==> src/hdl/lcs_pkg.sv <==
// ----------------------------------------------------------------------------
// lcs_pkg
// Shared widths, defaults and control structs of the logistic score pipeline.
// ----------------------------------------------------------------------------
`default_nettype none

package lcs_pkg;

	localparam int FEAT_W       = 16;
	localparam int WEIGHT_W     = 16;
	localparam int NUM_FEAT_MAX = 7;
	localparam int NUM_WEIGHTS  = NUM_FEAT_MAX + 1;
	localparam int WIDX_W       = $clog2(NUM_WEIGHTS);
	localparam int TERM_W       = 32;
	localparam int PAIR_W       = TERM_W + 1;
	localparam int QUAD_W       = TERM_W + 2;
	localparam int SUM_W        = TERM_W + 3;
	localparam int SCORE_W      = 32;
	localparam int PROB_W       = 16;
	localparam int NUM_STAGES   = 6;

	localparam int FEATURES_DEF  = 7;
	localparam int FRAC_BITS_DEF = 8;

	typedef logic signed [WEIGHT_W-1:0] weight_t;
	typedef logic signed [FEAT_W-1:0]   feat_t;

	// stage advance strobes for the multiply and adder tree stages
	typedef struct packed {
		logic adv_s1;
		logic adv_s2;
		logic adv_s3;
	} dot_ctl_t;

	// stage advance strobes for saturation and sigmoid stages
	typedef struct packed {
		logic adv_s4;
		logic adv_s5;
		logic adv_s6;
	} plan_ctl_t;

endpackage

`default_nettype wire

==> src/hdl/lcs_plan.sv <==
// ----------------------------------------------------------------------------
// lcs_plan
// Final sum with 32-bit saturation, then the mirrored PLAN sigmoid.
// ----------------------------------------------------------------------------
`default_nettype none

module lcs_plan #(
	parameter int FRAC_BITS = lcs_pkg::FRAC_BITS_DEF
) (
	input  wire                                   clk,
	input  lcs_pkg::plan_ctl_t                    ctl,
	input  wire signed [lcs_pkg::QUAD_W-1:0]      quad_s3 [2],
	output logic signed [lcs_pkg::SCORE_W-1:0]    score_s6,
	output logic [lcs_pkg::PROB_W-1:0]            prob_s6
);
	import lcs_pkg::*;

	localparam int FB    = 2 * FRAC_BITS;
	localparam int SHL   = (FB <= 16) ? 16 - FB : 0;
	localparam int SHR   = (FB > 16) ? FB - 16 : 0;
	localparam int MAG_W = SCORE_W + 16;
	localparam int A_W   = 19;
	localparam int Y_W   = PROB_W + 1;

	localparam logic [MAG_W-1:0] SAT_TH   = MAG_W'(327680);
	localparam logic [A_W-1:0]   MID_TH   = A_W'(155648);
	localparam logic [A_W-1:0]   ONE_TH   = A_W'(65536);
	localparam logic [Y_W-1:0]   Y_ONE    = Y_W'(65536);
	localparam logic [Y_W-1:0]   OFS_HIGH = Y_W'(55296);
	localparam logic [Y_W-1:0]   OFS_MID  = Y_W'(40960);
	localparam logic [Y_W-1:0]   OFS_LOW  = Y_W'(32768);
	localparam logic [Y_W-1:0]   Y_MAX    = Y_W'(65535);

	logic signed [SUM_W-1:0]   sum;
	logic signed [SCORE_W-1:0] score_s4;
	logic signed [SCORE_W-1:0] score_s5;
	logic [SCORE_W-1:0]        mag;
	logic [MAG_W-1:0]          a16;
	logic                      neg_s5;
	logic                      big_s5;
	logic [A_W-1:0]            a_s5;
	logic [Y_W-1:0]            y;
	logic [Y_W-1:0]            prob;

	assign sum = SUM_W'(quad_s3[0]) + SUM_W'(quad_s3[1]);

	always_ff @(posedge clk) begin
		if (ctl.adv_s4) begin
			if (!sum[SUM_W-1] && (|sum[SUM_W-2:SCORE_W-1])) begin
				score_s4 <= {1'b0, {(SCORE_W-1){1'b1}}};
			end else if (sum[SUM_W-1] && !(&sum[SUM_W-2:SCORE_W-1])) begin
				score_s4 <= {1'b1, {(SCORE_W-1){1'b0}}};
			end else begin
				score_s4 <= sum[SCORE_W-1:0];
			end
		end
	end

	// magnitude aligned to 16 fractional bits; the most negative score still fits
	assign mag = score_s4[SCORE_W-1] ? (~score_s4 + SCORE_W'(1)) : score_s4;
	assign a16 = ({16'd0, mag} << SHL) >> SHR;

	always_ff @(posedge clk) begin
		if (ctl.adv_s5) begin
			score_s5 <= score_s4;
			neg_s5   <= score_s4[SCORE_W-1];
			big_s5   <= (a16 >= SAT_TH);
			a_s5     <= a16[A_W-1:0];
		end
	end

	always_comb begin
		priority if (big_s5) begin
			y = Y_ONE;
		end else if (a_s5 >= MID_TH) begin
			y = Y_W'(a_s5 >> 5) + OFS_HIGH;
		end else if (a_s5 >= ONE_TH) begin
			y = Y_W'(a_s5 >> 3) + OFS_MID;
		end else begin
			y = Y_W'(a_s5 >> 2) + OFS_LOW;
		end

		// mirror for negative scores, clip one to the largest code
		if (neg_s5) begin
			prob = Y_ONE - y;
		end else if (y > Y_MAX) begin
			prob = Y_MAX;
		end else begin
			prob = y;
		end
	end

	always_ff @(posedge clk) begin
		if (ctl.adv_s6) begin
			score_s6 <= score_s5;
			prob_s6  <= prob[PROB_W-1:0];
		end
	end

endmodule

`default_nettype wire

==> config.mk <==
export PLATFORM = sky130hd
export DESIGN_NAME = lcs_plan
export DESIGN_NICKNAME = d
export VERILOG_FILES = /design/src/hdl/lcs_pkg.sv /design/src/hdl/lcs_plan.sv
export SDC_FILE = /design/constraint.sdc
export NUM_CORES = 1
export LEC_CHECK = 0
export BUFFER_PORTS_ARGS = -buffer_cell sky130_fd_sc_hd__buf_2
export CAP_MARGIN = 25
export CORE_UTILIZATION = 55
export DETAILED_ROUTE_END_ITERATION = 6
export PLACE_DENSITY = 0.75
export REMOVE_ABC_BUFFERS = 1
export SLEW_MARGIN = 20
export SYNTH_ARGS = -nofsm -noshare
export SYNTH_HDL_FRONTEND = slang
export SYNTH_SLANG_ARGS = --single-unit
==> constraint.sdc <==
create_clock -name clk -period 6 [get_ports clk]
set_clock_uncertainty 0.05 [all_clocks]
set_input_delay 1.5 -clock clk [delete_from_list [all_inputs] [get_ports clk]]
set_output_delay 1.5 -clock clk [all_outputs]
set_load 0.1 [all_outputs]
-- Yosys cells after proc, flatten, opt, wreduce, memory -nomap -nowiden
Index checks and enable logic that the tools add are counted.
- bits in read-only memories: 0
- latch bits: 0
- memories kept: 0
- bits in registers: 133
- logic and storage cells: 31
- input bits: 72
- RAM bits: 0
- output and inout bits: 48
- shifts and indexed selects: 0
- $lt $le $gt $ge: 4
- eq/ne operators: 0
- bitwise logic cells: 1
- add/subtract/negate cells: 6
- multipliers: 0
- multiplexer cells: 7
- div/mod/pow operators: 0
- reductions and logical operators: 6
- operators by type and width (operator ; number):
    32-bit 2-to-1 mux ; 2
    17-bit 2-to-1 mux ; 3
    34-bit by 34-bit adder with 35-bit output ; 1
    32-bit by 2-bit adder with 32-bit output, second input constant ; 1
    32-bit by 19-bit >= comparator with 1-bit output, second input constant ; 1
    16-bit 2-to-1 mux ; 2
    32-bit inverter ; 1
    19-bit by 17-bit >= comparator with 1-bit output, second input constant ; 1
    19-bit by 18-bit >= comparator with 1-bit output, second input constant ; 1
    14-bit by 16-bit adder with 17-bit output, second input constant ; 1
    16-bit by 16-bit adder with 17-bit output, second input constant ; 1
    17-bit by 16-bit adder with 17-bit output, second input constant ; 1
    17-bit by 16-bit > comparator with 1-bit output, second input constant ; 1
    1-bit by 16-bit subtractor with 16-bit output, first input constant ; 1
    3-bit AND reduction ; 1
    3-bit OR reduction ; 1
    1-bit logical AND ; 2
    1-bit zero test ; 2

-- Depth between registers and ports, before layout
- depth after elaboration: 7
- gate-level depth with buffers: 17
- gate-level depth less buffers: 14

-- Worst setup path before layout
Ideal clock, no wire load.
- kind: input -> register
- start point: input quad_s3[0] (netlist bit)
- end point: register score_s4[0] (data pin)
- slack: 1458 ps
- arrival time: 4238 ps
- cell stages on the path: 12
- data required time: 5696 ps
- buffers on the path: 1
- setup time: 254 ps
- cells stage by stage: ha_1 > fa_1 > a211oi_1 > o211ai_1 > a211o_1 > a41oi_1 > o41ai_1 > o31a_1 > o31ai_2 > o31ai_1 > clkbuf_1 > a21o_1
- longest elaborated chain between the ends: 5
- elaborated cells on any way between the ends: 8
- classes of those cells: add/sub (1); mux (1); reduce/logical (6)
- ends and longest elaborated chain (element ; RTL line ; source):
    from (decl) ; lcs_plan.sv:12 ; input wire signed [lcs_pkg::QUAD_W-1:0] quad_s3 [2],
    34-bit by 34-bit adder with 35-bit output * ; lcs_plan.sv:45 ; assign sum = SUM_W'(quad_s3[0]) + SUM_W'(quad_s3[1]);
    3-bit AND reduction ; lcs_plan.sv:51 ; end else if (sum[SUM_W-1] && !(&sum[SUM_W-2:SCORE_W-1])) begin
    1-bit zero test ; lcs_plan.sv:51 ;
    1-bit logical AND ; lcs_plan.sv:51 ;
    32-bit 2-to-1 mux ; lcs_plan.sv:51 ;
    to (signal assigned) ; lcs_plan.sv:50 ; score_s4 <= {1'b0, {(SCORE_W-1){1'b1}}};
    to (signal assigned) ; lcs_plan.sv:52 ; score_s4 <= {1'b1, {(SCORE_W-1){1'b0}}};
    to (signal assigned) ; lcs_plan.sv:54 ; score_s4 <= sum[SCORE_W-1:0];
    to (decl) ; lcs_plan.sv:35 ; logic signed [SCORE_W-1:0] score_s4;
Mark *: on every way between the ends. The rest lies on a longest branch, timed or not.
A chain may end at the register's enable or synchronous reset.

-- Worst setup path in the final report
- start point: input quad_s3[0] (netlist bit)
- end point: register score_s4[8] (data pin)
Same word-level chain as after synthesis.

==> flow_metrics.tcl <==
set metrics [dict create \
    vias_per_cell 6.01 \
    cts-htree-levels 4 \
    path_clk_slew_ps 60 \
    io_pins 120 \
    seq_area_frac_synth_pct 48.8 \
    synth_seq_cells 131 \
    clockRootBuffer "clkbuf_16" \
    dr.first_iter.drc_count 479 \
    syn_inst 739 \
    grt_antenna_before_repair 0 \
    finalSetupTns_ps 0 \
    power_frac_comb_pct 27.3 \
    seq_area_mm2 0.00393 \
    die-height_um 123 \
    clockPowerShare_pct 33.5 \
    hold_viol_final 0 \
    drive_gt1_share_pct 20.0 \
    diodes 0 \
    clkLatencyLatePin_ps 420 \
    grt_overflow 0 \
    swShare_pct 33.8 \
    multi_input_area_mm2 0.00395 \
    crit_fanout 23 \
    setup_slack_ps 1260 \
    rows 43 \
    cap_violations 0 \
    power.static_leakage_nw 3.77 \
    wire_per_inst_um 16.4 \
    p_switching_mw 1.14 \
    place_congestion 0.878 \
    cts.repair.resized 0 \
    layout.nets 972 \
    via_count 6297 \
    cp_num_buf_inv 2 \
    drc_errors 0 \
    area_delta_synth_final_pct 17.7 \
    cts_buffers 17 \
    min_period_ps 4740 \
    syn_area_per_cell_um2 10.9 \
    coreArea_mm2 0.0141 \
    totalWireLength_um 17200 \
    post-cts-setup-buffer-count 0 \
    first_pass_iters 7 \
    hold_path.class "flip-flop to flip-flop" \
    syn_area_mm2 0.00807 \
    crit_chain "buf_2, ha_1, fa_1, a211oi_1, o211ai_1, a211o_1, a41oi_1, o41ai_1, o31a_1, o31ai_2, o31ai_4, buf_6, a31o_2" \
    yosysWarnings 0 \
    power.internal_mw 2.23 \
    ir_worst_vdd_uv 231 \
    crit_type "input port to flip-flop" \
    ctsHoldBuffers 0 \
    rsz0062_at_grt "false" \
    final_common_cell "edfxtp_1" \
    end_kind "flip-flop" \
    power.density_mw_per_mm2 354 \
    die-area_mm2 0.0152 \
    max-slew-margin-rel_pct 34.5 \
    place_ws_ps 785 \
    floorplan.initialDensity_pct 57.2 \
    final_cell_mix "131 x edfxtp_1, 118 x buf_2, 65 x nand2_1, 50 x a21oi_1, 48 x a21o_1" \
    clock-sinks 131 \
    final-setup-viol-count 0 \
    async_flop_share_pct 0 \
    cp-start-kind "input port" \
    portBuffers 119 \
    drv_slew 0 \
    tritoncts "done" \
    fin_crit_sh_pct 79.1 \
    stdcell_count 1047 \
    worst_pin_slew_ps 982 \
    grt_pass1_wl_um 28100 \
    clockBufferDepth 2 \
    synth_top_area_cell "edfxtp_1" \
    max_freq_mhz 211 \
    synth_edf_count 131 \
    cpMaxStageDelayCell "fa_1" \
    synth-main-ff-cell "edfxtp_1" \
    cp.required_ps 6130 \
    dieWidth_um 123 \
    grt_max_degree 52 \
    ant_nets 0 \
    yosys.area.top_type_share_pct 48.8 \
    critPathTopFamily "compound AO/OA/AOI/OAI gates" \
    power_frac_seq_pct 39.1 \
    hpwl_um 12800 \
    synth_cell_types 67 \
    synth_area_leaders "edfxtp_1 49%, ha_1 7.0%, xnor2_1 5.0%" \
    grt_pass1_vias 5952 \
    cpPeakStageDelay_ps 440 \
    track_usage_pct 23.9 \
    post-place-cells 1013 \
    arrival_ps 4870 \
    status "complete, no violations" \
    nFillCells 1080 \
]
## metrics by stage
stage / utilization, % / cell area (um^2) / hold slack, ps / power [mW]
final: 67.4 / 9500 / 365 / 3.37
after global routing: 67.4 / 9500 / 370 / 3.51
after detailed placement: 62.5 / 8810 / 355 / 2.24
after global placement: 62.5 / 8810 / 351 / 2.21
after floorplan: - / 7950 / 350 / 2.01
after CTS: 67.1 / 9460 / 365 / 3.37
## metal layers
layer / GRT usage (%) / vias up / routed length, um
met3: 4.75 / 41 / 906
met1: 30.5 / 2910 / 7460
met5: 0 / - / 0
met4: 11.1 / 0 / 469
met2: 39.2 / 262 / 8370
li1: - / 3084 / -
## logic make-up (layout without fill, tap and decap cells)
family	after synthesis	count (layout)	share of synthesized area, %
AO/OA/AOI/OAI	245	245	20.8
multiplexers	8	8	1.05
flip-flops	131	131	48.8
AND/OR/NAND/NOR	196	196	12.9
XOR/XNOR	62	62	6.73
buffers and inverters	51	179	2.54
adder cells (fa/ha/maj)	46	46	7.23
## final timing paths
| path | end | from | cells after the start | slack, ps |
|---|---|---|---|---|
| max | score_s4[8] | quad_s3[0] | 13 | 1260 |
| min | score_s6[3] | score_s5[3] | 0 | 360 |
| max reg2reg | prob_s6[13] | a_s5[14] | 12 | 1600 |
| min reg2reg | score_s6[3] | score_s5[3] | 0 | 360 |
## synthesized netlist by cell type (11+ instances only)
master	number
edfxtp_1	131
nand2_1	65
a21oi_1	50
a21o_1	48
xnor2_1	46
ha_1	45
o21ai_0	42
nor2_1	32
inv_1	23
nand3_1	18
o211ai_1	18
clkbuf_1	16
xor2_1	16
nor3_1	12
nand4_1	11
nor4_1	11
## layout make-up
class                      count  area share [%]
inverter                      23           0.909
clock inverter                15            2.37
sequential                   131            41.4
tap                          180            2.37
timing repair buffer         124            6.87
multi-input combinational    557            41.6
clock buffer                  17            4.48
## power groups by stage
stage / clock, mW / combinational, mW / sequential [mW]
floorplan: 0 / 0.480 / 1.53
global placement: 0 / 0.884 / 1.33
detailed placement: 0 / 0.904 / 1.33
CTS: 1.14 / 0.913 / 1.32
global route: 1.18 / 0.995 / 1.33
finish: 1.13 / 0.919 / 1.32
## sequential cells by signal, indices dropped and copies added, names as in the netlist
register,cells
score_s4,32
score_s5,32
score_s6,32
a_s5,18
prob_s6,16
big_s5,1
Note: power is estimated with default switching activity, not from simulation.
